==> config.mk <==
export PLATFORM = sky130hd
export DESIGN_NAME = charger_status_led_sequencer_top
export DESIGN_NICKNAME = d
export VERILOG_FILES = /design/src/hdl/csls_pkg.sv /design/src/hdl/csls_effect.sv /design/src/hdl/csls_lines.sv /design/src/hdl/charger_status_led_sequencer_top.sv
export SDC_FILE = /design/constraint.sdc
export NUM_CORES = 1
export LEC_CHECK = 0
export ABC_CLOCK_PERIOD_IN_PS = 11200
export BUFFER_PORTS_ARGS = -buffer_cell sky130_fd_sc_hd__buf_2
export CORE_MARGIN = 2
export CORE_UTILIZATION = 50
export DETAILED_ROUTE_END_ITERATION = 8
export GPL_ROUTABILITY_DRIVEN = 0
export PLACE_DENSITY_LB_ADDON = 0.25
export SYNTH_ARGS = -nofsm -noshare
export SYNTH_HDL_FRONTEND = slang
export SYNTH_HIERARCHICAL = 1
export SYNTH_SLANG_ARGS = --single-unit
export TNS_END_PERCENT = 1
==> constraint.sdc <==
create_clock -name clk -period 11.2 [get_ports clk]
set_input_delay 0.56 -clock clk [delete_from_list [all_inputs] [get_ports clk]]
set_output_delay 0.56 -clock clk [all_outputs]
set_load 0.02 [all_outputs]
==> src/hdl/csls_pkg.sv <==
// Shared types and constants for the charger status LED sequencer.
`timescale 1ns / 1ps

package csls_pkg;

	localparam int ElapsedW = 8;
	localparam int CodeW    = 8;
	localparam int CntW     = 16;
	localparam int NumBlink = 4;
	localparam int BlinkIdxW = $clog2(NumBlink);
	localparam int CfgIdxW  = 1;

	// Register indexes on the configuration port
	localparam logic [CfgIdxW-1:0] REG_FAST_BLINK = 1'd0;
	localparam logic [CfgIdxW-1:0] REG_SLOW_BLINK = 1'd1;

	localparam logic [CntW-1:0] FAST_BLINK_RST = 16'd200;
	localparam logic [CntW-1:0] SLOW_BLINK_RST = 16'd1000;

	// Charger state codes
	localparam logic [CodeW-1:0] ST_IDLE      = 8'd0;
	localparam logic [CodeW-1:0] ST_CONNECTED = 8'd1;
	localparam logic [CodeW-1:0] ST_STARTING  = 8'd2;
	localparam logic [CodeW-1:0] ST_CHARGING  = 8'd3;
	localparam logic [CodeW-1:0] ST_CAR_PEND  = 8'd4;
	localparam logic [CodeW-1:0] ST_STOPPED   = 8'd5;
	localparam logic [CodeW-1:0] ST_FAULT     = 8'd6;
	localparam logic [CodeW-1:0] ST_FINISHED  = 8'd7;
	localparam logic [CodeW-1:0] ST_RESERVED  = 8'd8;
	localparam logic [CodeW-1:0] ST_LAST_RST  = 8'hFF;

	localparam logic [CodeW-1:0] MODE_YELLOW  = 8'd2;
	localparam logic [CodeW-1:0] MODE_RST     = 8'd0;

	// Blinker slots
	localparam logic [BlinkIdxW-1:0] BL_CONNECTED = 2'd0;
	localparam logic [BlinkIdxW-1:0] BL_STARTING  = 2'd1;
	localparam logic [BlinkIdxW-1:0] BL_CAR_PEND  = 2'd2;
	localparam logic [BlinkIdxW-1:0] BL_STOPPED   = 2'd3;

	typedef enum logic [1:0] {
		FX_STEADY = 2'd0,
		FX_BREATH = 2'd1,
		FX_SHIFT  = 2'd2
	} fx_kind_t;

	typedef enum logic [1:0] {
		COL_GREEN  = 2'd0,
		COL_BLUE   = 2'd1,
		COL_RED    = 2'd2,
		COL_YELLOW = 2'd3
	} fx_color_t;

	typedef struct packed {
		logic      valid;
		fx_kind_t  kind;
		fx_color_t color;
	} fx_cmd_t;

	typedef struct packed {
		logic blue;
		logic green;
		logic red;
	} lines_t;

endpackage

==> src/hdl/csls_effect.sv <==
// Effect LED command selection and last state/mode tracking.
`timescale 1ns / 1ps

module csls_effect (
	input  logic                     clk,
	input  logic                     arst_n,
	input  logic                     advance,
	input  logic [csls_pkg::CodeW-1:0] charge_state,
	input  logic [csls_pkg::CodeW-1:0] run_mode,
	output csls_pkg::fx_cmd_t        cmd
);
	import csls_pkg::*;

	logic [CodeW-1:0] last_state_q;
	logic [CodeW-1:0] last_mode_q;
	logic             changed;

	assign changed = (charge_state != last_state_q) || (run_mode != last_mode_q);

	// Pick the command for a changed state or mode
	always_comb begin
		cmd = '{valid: 1'b0, kind: FX_STEADY, color: COL_GREEN};
		if (changed) begin
			cmd.valid = 1'b1;
			if (run_mode == MODE_YELLOW && charge_state != ST_FAULT) begin
				cmd.color = COL_YELLOW;
			end else begin
				case (charge_state)
					ST_IDLE:      begin cmd.kind = FX_BREATH; cmd.color = COL_GREEN;  end
					ST_CONNECTED: begin cmd.kind = FX_STEADY; cmd.color = COL_BLUE;   end
					ST_STARTING:  begin cmd.kind = FX_BREATH; cmd.color = COL_BLUE;   end
					ST_CHARGING:  begin cmd.kind = FX_SHIFT;  cmd.color = COL_BLUE;   end
					ST_CAR_PEND:  begin cmd.kind = FX_BREATH; cmd.color = COL_BLUE;   end
					ST_STOPPED:   begin cmd.kind = FX_STEADY; cmd.color = COL_GREEN;  end
					ST_FAULT:     begin cmd.kind = FX_STEADY; cmd.color = COL_RED;    end
					ST_FINISHED:  begin cmd.kind = FX_BREATH; cmd.color = COL_BLUE;   end
					ST_RESERVED:  begin cmd.kind = FX_STEADY; cmd.color = COL_YELLOW; end
					default:      cmd.valid = 1'b0;
				endcase
			end
		end
	end

	// Remember the state and mode of the latest transfer
	always_ff @(posedge clk or negedge arst_n) begin
		if (!arst_n) begin
			last_state_q <= ST_LAST_RST;
			last_mode_q  <= MODE_RST;
		end else if (advance && changed) begin
			last_state_q <= charge_state;
			last_mode_q  <= run_mode;
		end
	end

endmodule

==> src/hdl/csls_lines.sv <==
// Indicator line levels with the four per-state blink counters.
`timescale 1ns / 1ps

module csls_lines (
	input  logic                        clk,
	input  logic                        arst_n,
	input  logic                        advance,
	input  logic [csls_pkg::ElapsedW-1:0] elapsed_ms,
	input  logic [csls_pkg::CodeW-1:0]    charge_state,
	input  logic [csls_pkg::CntW-1:0]     fast_blink_ms,
	input  logic [csls_pkg::CntW-1:0]     slow_blink_ms,
	output csls_pkg::lines_t            lines
);
	import csls_pkg::*;

	logic [CntW-1:0]      cnt_q [NumBlink];
	logic [NumBlink-1:0]  phase_q;
	lines_t               lines_q;

	logic                 blink_en;
	logic [BlinkIdxW-1:0] idx;
	logic [CntW-1:0]      thr;
	logic [CntW-1:0]      cnt_cur;
	logic                 flip;
	logic                 new_phase;
	logic                 lvl;
	logic [CntW-1:0]      cnt_next;

	// Map the state to its blinker slot
	always_comb begin
		blink_en = 1'b1;
		idx      = BL_CONNECTED;
		case (charge_state)
			ST_CONNECTED: idx = BL_CONNECTED;
			ST_STARTING:  idx = BL_STARTING;
			ST_CAR_PEND:  idx = BL_CAR_PEND;
			ST_STOPPED:   idx = BL_STOPPED;
			default:      blink_en = 1'b0;
		endcase
	end

	// Test the counter before adding the tick
	assign thr       = (idx == BL_STOPPED) ? slow_blink_ms : fast_blink_ms;
	assign cnt_cur   = cnt_q[idx];
	assign flip      = cnt_cur > thr;
	assign new_phase = ~phase_q[idx];
	assign cnt_next  = (flip ? '0 : cnt_cur) + CntW'(elapsed_ms);
	assign lvl       = flip ? new_phase
	                        : ((idx == BL_CONNECTED) ? lines_q.green : lines_q.blue);

	// Next line levels
	always_comb begin
		lines = lines_q;
		case (charge_state)
			ST_IDLE:      lines = '{blue: 1'b0, green: 1'b1, red: 1'b0};
			ST_CONNECTED: lines = '{blue: 1'b0, green: lvl,  red: 1'b0};
			ST_STARTING,
			ST_CAR_PEND,
			ST_STOPPED:   lines = '{blue: lvl,  green: 1'b0, red: 1'b0};
			ST_CHARGING:  lines = '{blue: 1'b1, green: 1'b0, red: 1'b0};
			ST_FAULT:     lines = '{blue: 1'b0, green: 1'b0, red: 1'b1};
			default:      lines = lines_q;
		endcase
	end

	// Advance the active blinker and hold the others
	always_ff @(posedge clk or negedge arst_n) begin
		if (!arst_n) begin
			for (int i = 0; i < NumBlink; i++) begin
				cnt_q[i] <= '0;
			end
			phase_q <= '0;
			lines_q <= '0;
		end else if (advance) begin
			lines_q <= lines;
			for (int i = 0; i < NumBlink; i++) begin
				if (blink_en && idx == BlinkIdxW'(i)) begin
					cnt_q[i] <= cnt_next;
					if (flip) begin
						phase_q[i] <= new_phase;
					end
				end
			end
		end
	end

endmodule

==> src/hdl/charger_status_led_sequencer_top.sv <==
// Top level: input register, status logic and output register of the LED sequencer.
// Path: a tick is held in the input register, then in the output register, which presents it on the master side.
// Throughput: one tick per cycle while m_tready is high; input register and output register each hold one
// tick, with the single status logic pass between them.
// Reset: arst_n clears valid flags, blink counters, phases and line levels, loads
// the blink thresholds with 200 and 1000, and sets the last state to 255, mode 0.
`timescale 1ns / 1ps

module charger_status_led_sequencer_top (
	input  logic        clk,
	input  logic        arst_n,
	// Configuration writes
	input  logic                         cfg_we,
	input  logic [csls_pkg::CfgIdxW-1:0] cfg_index,
	input  logic [15:0]                  cfg_data,
	// Tick stream in
	input  logic        s_tvalid,
	output logic        s_tready,
	input  logic [23:0] s_tdata,  // elapsed_ms[7:0], charge_state[15:8], run_mode[23:16]
	// Status stream out
	output logic        m_tvalid,
	input  logic        m_tready,
	output logic [15:0] m_tdata   // red_on[0], green_on[1], blue_on[2], anim_tick_ms[10:3],
	                              // effect_cmd_valid[11], effect_kind[13:12], effect_color[15:14]
);
	import csls_pkg::*;

	logic [CntW-1:0]     fast_blink_q;
	logic [CntW-1:0]     slow_blink_q;

	logic                valid_s1;
	logic [ElapsedW-1:0] elapsed_s1;
	logic [CodeW-1:0]    state_s1;
	logic [CodeW-1:0]    mode_s1;

	logic                valid_s2;
	lines_t              lines_s2;
	logic [ElapsedW-1:0] anim_s2;
	fx_cmd_t             cmd_s2;

	logic                advance;
	fx_cmd_t             cmd;
	lines_t              lines;

	assign advance  = valid_s1 && (!valid_s2 || m_tready);
	assign s_tready = !valid_s1 || advance;

	// Configuration registers
	always_ff @(posedge clk or negedge arst_n) begin
		if (!arst_n) begin
			fast_blink_q <= FAST_BLINK_RST;
			slow_blink_q <= SLOW_BLINK_RST;
		end else if (cfg_we) begin
			case (cfg_index)
				REG_FAST_BLINK: fast_blink_q <= cfg_data;
				REG_SLOW_BLINK: slow_blink_q <= cfg_data;
				default:        ;
			endcase
		end
	end

	// Input register
	always_ff @(posedge clk or negedge arst_n) begin
		if (!arst_n) begin
			valid_s1 <= 1'b0;
		end else if (s_tready) begin
			valid_s1 <= s_tvalid;
		end
	end

	always_ff @(posedge clk) begin
		if (s_tvalid && s_tready) begin
			elapsed_s1 <= s_tdata[7:0];
			state_s1   <= s_tdata[15:8];
			mode_s1    <= s_tdata[23:16];
		end
	end

	csls_effect u_effect (
		.clk          (clk),
		.arst_n       (arst_n),
		.advance      (advance),
		.charge_state (state_s1),
		.run_mode     (mode_s1),
		.cmd          (cmd)
	);

	csls_lines u_lines (
		.clk           (clk),
		.arst_n        (arst_n),
		.advance       (advance),
		.elapsed_ms    (elapsed_s1),
		.charge_state  (state_s1),
		.fast_blink_ms (fast_blink_q),
		.slow_blink_ms (slow_blink_q),
		.lines         (lines)
	);

	// Output register
	always_ff @(posedge clk or negedge arst_n) begin
		if (!arst_n) begin
			valid_s2 <= 1'b0;
		end else if (advance) begin
			valid_s2 <= 1'b1;
		end else if (m_tready) begin
			valid_s2 <= 1'b0;
		end
	end

	always_ff @(posedge clk) begin
		if (advance) begin
			lines_s2 <= lines;
			anim_s2  <= elapsed_s1;
			cmd_s2   <= cmd;
		end
	end

	assign m_tvalid = valid_s2;
	assign m_tdata  = {cmd_s2.color, cmd_s2.kind, cmd_s2.valid, anim_s2,
	                   lines_s2.blue, lines_s2.green, lines_s2.red};

`ifndef SYNTHESIS
	a_ready_low_means_full: assert property (@(posedge clk) disable iff (!arst_n)
		!s_tready |-> (valid_s1 && valid_s2 && !m_tready))
		else $error("input side stalled without a full pipeline");

	a_one_line_on: assert property (@(posedge clk) disable iff (!arst_n)
		valid_s2 |-> $countones({lines_s2.red, lines_s2.green, lines_s2.blue}) <= 1)
		else $error("more than one indicator line on");

	a_idle_cmd_zero: assert property (@(posedge clk) disable iff (!arst_n)
		(valid_s2 && !cmd_s2.valid) |-> (cmd_s2.kind == FX_STEADY && cmd_s2.color == COL_GREEN))
		else $error("effect fields not cleared without a command");

	a_shift_is_blue: assert property (@(posedge clk) disable iff (!arst_n)
		(valid_s2 && cmd_s2.valid && cmd_s2.kind == FX_SHIFT) |-> cmd_s2.color == COL_BLUE)
		else $error("shifting effect with a color other than blue");

	a_hold_on_stall: assert property (@(posedge clk) disable iff (!arst_n)
		(valid_s2 && !m_tready) |=> (valid_s2 && $stable(m_tdata)))
		else $error("output transfer dropped or changed while stalled");
`endif

endmodule
## Word-level counts from Yosys, hierarchy flattened

Cells that the tools add are included.

| operators by class | value |
|---|---|
| add/subtract/negate cells | 1 |
| multiply operators | 0 |
| div/mod/pow operators | 0 |
| magnitude comparators | 3 |
| eq/ne operators | 15 |
| shifts and indexed selects | 0 |
| muxes and demuxes | 18 |
| bitwise logic cells | 4 |
| reduce and logical (&&, ||, !) cells | 31 |

Operator list:

| kind | count |
|---|---|
| $mux W16 | 4 |
| $bmux W16 S2 | 1 |
| $eq A8 B3 Y1 const B | 4 |
| $eq A8 B2 Y1 const B | 3 |
| $pmux W4 S6 | 1 |
| $add A16 B8 Y16 | 1 |
| $gt A16 B16 Y1 | 1 |
| $ne A8 B8 Y1 | 2 |
| $pmux W3 S5 | 1 |
| $reduce_and A2 Y1 | 6 |
| $reduce_and A3 Y1 | 4 |
| $reduce_or A9 Y1 | 1 |
| $eq A8 B1 Y1 const B | 1 |
| $eq A8 B4 Y1 const B | 1 |
| $logic_and A1 B1 Y1 | 8 |
| $logic_not A8 Y1 | 1 |
| $ne A8 B3 Y1 const B | 1 |
| $mux W1 | 7 |
| $pmux W2 S3 | 1 |
| $reduce_or A3 Y1 | 2 |
| $eq A2 B2 Y1 const B | 2 |
| $reduce_or A4 Y1 | 1 |
| $ge A3 B3 Y1 const B | 1 |
| $logic_or A1 B1 Y1 | 3 |
| 11 further kinds | 14 |

| word-level totals | value |
|---|---|
| flip-flop bits (word level) | 161 |
| bits in latches | 0 |
| memory bits (writable) | 0 |
| ROM bits | 0 |
| input bits | 46 |
| output and inout bits | 18 |
| logic and storage cells | 99 |
| memories kept | 0 |

## Logic depth before layout (Yosys ltp)

| logic depth | value |
|---|---|
| depth in word-level cells | 9 |
| mapped depth | 27 |
| depth with buffers taken out | 24 |

## Modules after synthesis

Netlist, hierarchy kept.

Modules (own cells, without submodules):

| module | times used | cells each | area each (um^2) |
|---|---|---|---|
| csls_lines | 1 | 492 | 4,367.9 |
| charger_status_led_sequencer_top | 1 | 117 | 2,548.7 |
| csls_effect | 1 | 85 | 1,077.3 |

## Worst setup path after synthesis

No wires, ideal clock.

| timing path | value |
|---|---|
| kind | register to register |
| start | register state_s1[5] |
| end | register u_lines/cnt_q[28] in the netlist's numbering |
| setup time | 0.097 ns |
| arrival time | 5.725 ns |
| data required time | 11.103 ns |
| path slack | 5.378 ns |
| stages on the path, launching flop included | 26 |
| cells stage by stage | edfxtp_1 or4_4 buf_6 nor2_1 o21ai_1 clkbuf_1 mux2i_1 ha_1 and2_0 a221o_1 a2111oi_0 a22oi_1 clkbuf_1 clkbuf_1 nor2_1 ha_1 inv_1 fa_1 nor2b_1 o21ai_0 a21boi_0 o21ai_0 a21oi_1 nand3_1 xor2_1 o31ai_1 |

| between the ends | value |
|---|---|
| cells in the longest elaborated chain, start to end | 9 |

Ends and longest elaborated chain:

| element | line | text |
|---|---|---|
| start: declaration | charger_status_led_sequencer_top.sv:33 | `logic [CodeW-1:0] state_s1;` |
| start signal: assignment | charger_status_led_sequencer_top.sv:74 | `state_s1 <= s_tdata[15:8];` |
| $eq A8 B3 Y1 or $eq A8 B2 Y1 (tied branches) | csls_lines.sv:33 | `case (charge_state)` |
| $pmux W2 S3 | csls_lines.sv:33 |  |
| $not A2 Y3 (not written as such) | csls_lines.sv:44 | `assign cnt_cur = cnt_q[idx];` |
| $bmux W16 S2 | csls_lines.sv:44 |  |
| $mux W16 (not written as such) (2 in a row) | csls_lines.sv:44 |  |
| $gt A16 B16 Y1 | csls_lines.sv:45 | `assign flip = cnt_cur > thr;` |
| $mux W16 | csls_lines.sv:47 | `assign cnt_next = (flip ? '0 : cnt_cur) + CntW'(elapsed_ms);` |
| $add A16 B8 Y16 | csls_lines.sv:47 |  |
| end signal: indexed assignment | csls_lines.sv:78 | `cnt_q[i] <= cnt_next;` |
| end: declaration | csls_lines.sv:16 | `logic [CntW-1:0] cnt_q [NumBlink];` |

Several ways; a longest one is shown, not always the timed one. The select of a mux whose other input is x is not followed.
A chain may end at the register's enable or synchronous reset.

## Worst setup path in the final report

| timing path | value |
|---|---|
| start | register state_s1[1] |
| end | register u_lines/cnt_q[28] in the netlist's numbering |

The elaborated chain is that of the path after synthesis.

==> summary.md <==
| Metric | Value |
|---|---|
| Outcome | complete, no violations |
| # DRC | 0 |
| Max IR drop VDD | 153 µV |
| CP Max Fanout | 25 |
| RSZ-0062 raised after global routing | false |
| DRT Pass-1 Iters | 7 |
| Final Max Tran Viols | 0 |
| Post-route ant nets | 0 |
| Final period utilization | 59.3% |
| Initial DRC count | 427 |
| Clock latency on the worst-skew pair | 0.43 ns |
| Largest cells by area after synthesis | dfrtp_1, edfxtp_1, dfstp_2 |
| Post-synth top cells | dfrtp_1, nand2_1, o21ai_0, edfxtp_1, mux2_2 |
| Yosys top cell area share | 32.6% |
| Hold Path Class | in2async |
| Dpl cell area | 8490 µm² |
| First-pass GRT wire length | 29300 µm |
| Most common cell in the netlist | dfrtp_1 |
| Max-Cap Viols | 0 |
| CP Capture Type | flop |
| GRT Residual Overflow | 0 |
| Sequential fraction of the synthesis area | 53.2% |
| Synthesized instance count | 694 |
| Lkg Pwr | 0.00401 µW |
| FP Rows | 46 |
| Post-CTS setup buffer count | 0 |
| Max Clock Skew | 0.0116 ns |
| Gr usage total | 22.7% |
| Cts hold-fix bufs | 0 |
| Synth warnings | 6 |
| Achievable frequency | 151 MHz |
| DR WL/cell | 18.2 µm |
| Clock Tree Root | clkbuf_16 |
| Reg clk slew, reported paths | 0.06 ns |
| Post-synth EDFFs | 40 |
| CTS tree | yes |
| Share of flip-flops with an asynchronous set or reset | 75.2% |
| Layout area overhead | 13.6% |
| Height of the die | 130 µm |
| Normalized max-slew margin | 15.0% |
| CP Class | reg2reg |
| Largest net degree at the start of global routing | 69 |
| Die area | 17000 µm² |
| Setup TNS | 0 ns |
| Core Box Area | 15800 µm² |
| Hpwl dp | 12400 µm |
| Synth unique cells | 74 |
| Power density cells | 158 nW/µm² |
| Io pins | 64 |
| H-tree depth | 4 |
| Synthesized area | 7990 µm² |
| Minimum clock period | 6.64 ns |
| Diode count | 0 |
| Die X | 130 µm |
| CTS max path bufs | 2 |
| Layout cells sized above 1 | 25.8% |
| Nature of the critical path startpoint | flop |
| Via count | 5581 |
| Pin slew with the least headroom to its limit | 1.27 ns |
| Post-synth top area cell | dfrtp_1 |
| Synthesis-stage register bit count | 161 |
| Setup violations, final | 0 |
| Post-CTS Resized | 0 |
| Total Wirelength | 18000 µm |
| Vias in the first global route | 5784 |
| Final #Nets | 828 |
| Clock sinks | 161 |
| Design area | 9080 µm² |
| Cts bufs inserted | 17 |
| DR vias/cell | 5.66 |
| Most used flip-flop cell after synthesis | dfrtp_1 |
| Syn Nets | 765 |
| Initial Util | 50.7% |
| Final hold violation count | 0 |
| Initial antenna violation count | 0 |
| Port bufs | 63 |
| Syn_area_per_cell | 11.5 µm² |
| Crit path DAT | 6.90 ns |
| WP data required | 11.46 ns |
[critical path: stages (launching register included)]
cell and delay [ns]:
edfxtp_1 0.79, or3b_1 0.48, a211oi_2 0.91, nor2_1 0.07, a21oi_1 0.30, ha_1 0.31
a21o_1 0.17, a221o_1 0.32, a2111oi_0 0.39, a22oi_1 0.11, buf_4 0.23, nor2_1 0.14
ha_1 0.19, inv_1 0.06, fa_1 0.39, nor2b_1 0.13, o21ai_0 0.11, a21boi_0 0.18
o21ai_0 0.17, a21oi_1 0.38, nand3_1 0.20, xor2_1 0.33, o31ai_1 0.12
[logic make-up after synthesis]
| group | after synthesis | share of synthesized area (%) |
|---|---|---|
| compound gates | 158 | 12.3 |
| xor+xnor | 30 | 3.47 |
| fa+ha+maj | 25 | 4.01 |
| buf+inv | 49 | 3.30 |
| flops | 161 | 53.2 |
| mux | 76 | 11.3 |
| simple gates | 195 | 12.5 |
[registers in the layout (all words and copies together) (netlist names), 3 cells and up]
name / flops
u_lines/cnt_q: 64
fast_blink_q: 16
slow_blink_q: 16
anim_s2: 8
elapsed_s1: 8
m_tdata: 8
mode_s1: 8
state_s1: 8
u_effect/last_mode_q: 8
u_effect/last_state_q: 8
u_lines/phase_q: 4
u_lines/lines_q: 3
[per-layer routing]
layer  vias to the layer above  global-route usage (%)  wire length, µm
li1                       2638                       -                -
met1                      2758                    28.8             8010
met2                       163                    38.7             8790
met3                        22                    5.25              872
met4                         0                    7.88              291
met5                         -                       0                0
[worst paths after layout]
| kind | start | end | slack (ns) | cells past startpoint |
|---|---|---|---|---|
| hold reg to reg | u_lines/cnt_q[3] | u_lines/cnt_q[3] | 0.48 | 2 |
| setup / recovery | state_s1[1] | u_lines/cnt_q[28] | 4.56 | 22 |
| hold / removal | arst_n | valid_s1 | 0.16 | 1 |
| max in group asynchronous | arst_n | u_lines/lines_q[1] | 9.69 | 2 |
| setup reg to reg | state_s1[1] | u_lines/cnt_q[28] | 4.56 | 22 |
| min in group clk | s_tdata[16] | mode_s1[0] | 0.30 | 1 |
[cell type report]
type                            instances  area [µm²]
Multi-Input combinational cell        484        3490
Clock buffer                           20         478
Sequential cell                       161        4250
Clock inverter                         12         119
Inverter                               19        71.3
Tap cell                              216         270
Fill cell                            1363        6690
Timing Repair Buffer                   74         400
[where the power goes]
group          internal [µW]  switching (µW)
clock                    334             242
combinational           82.1            87.6
sequential               660            33.4
total                   1080             363
[cell usage in the layout, fill, tap and decap left out, types with 4 or more instances in the layout]
cell type    n
dfrtp_1    104
nand2_1     88
o21ai_0     77
buf_2       62
edfxtp_1    40
mux2_2      33
a21oi_1     26
ha_1        24
mux2i_1     23
xnor2_1     22
mux2_4      20
nor2_1      20
clkbuf_16   18
inv_1       18
dfstp_2     17
nand3_1     15
o31ai_1     13
buf_4       12
nor2b_1     12
nand2b_1    10
o22ai_1      8
nor4_1       6
xor2_1       6
nand4_1      5
nor3_1       5
or2_2        5
o21a_1       4
a22o_1       4
[metrics by stage]
stage               hold slack [ns]  std cells  power [µW]  setup slack [ns]  util [%]
finish                        0.157        986        1440              4.56      57.6
CTS                           0.177        986        1450              4.63      57.6
global route                  0.199        986        1500              4.09      57.6
floorplan                     0.264        694         818              5.38         -
detailed placement            0.468        954         873              4.67      53.8
global placement              0.459        954         864              4.76      53.8
(Power assumes the default switching activity.)
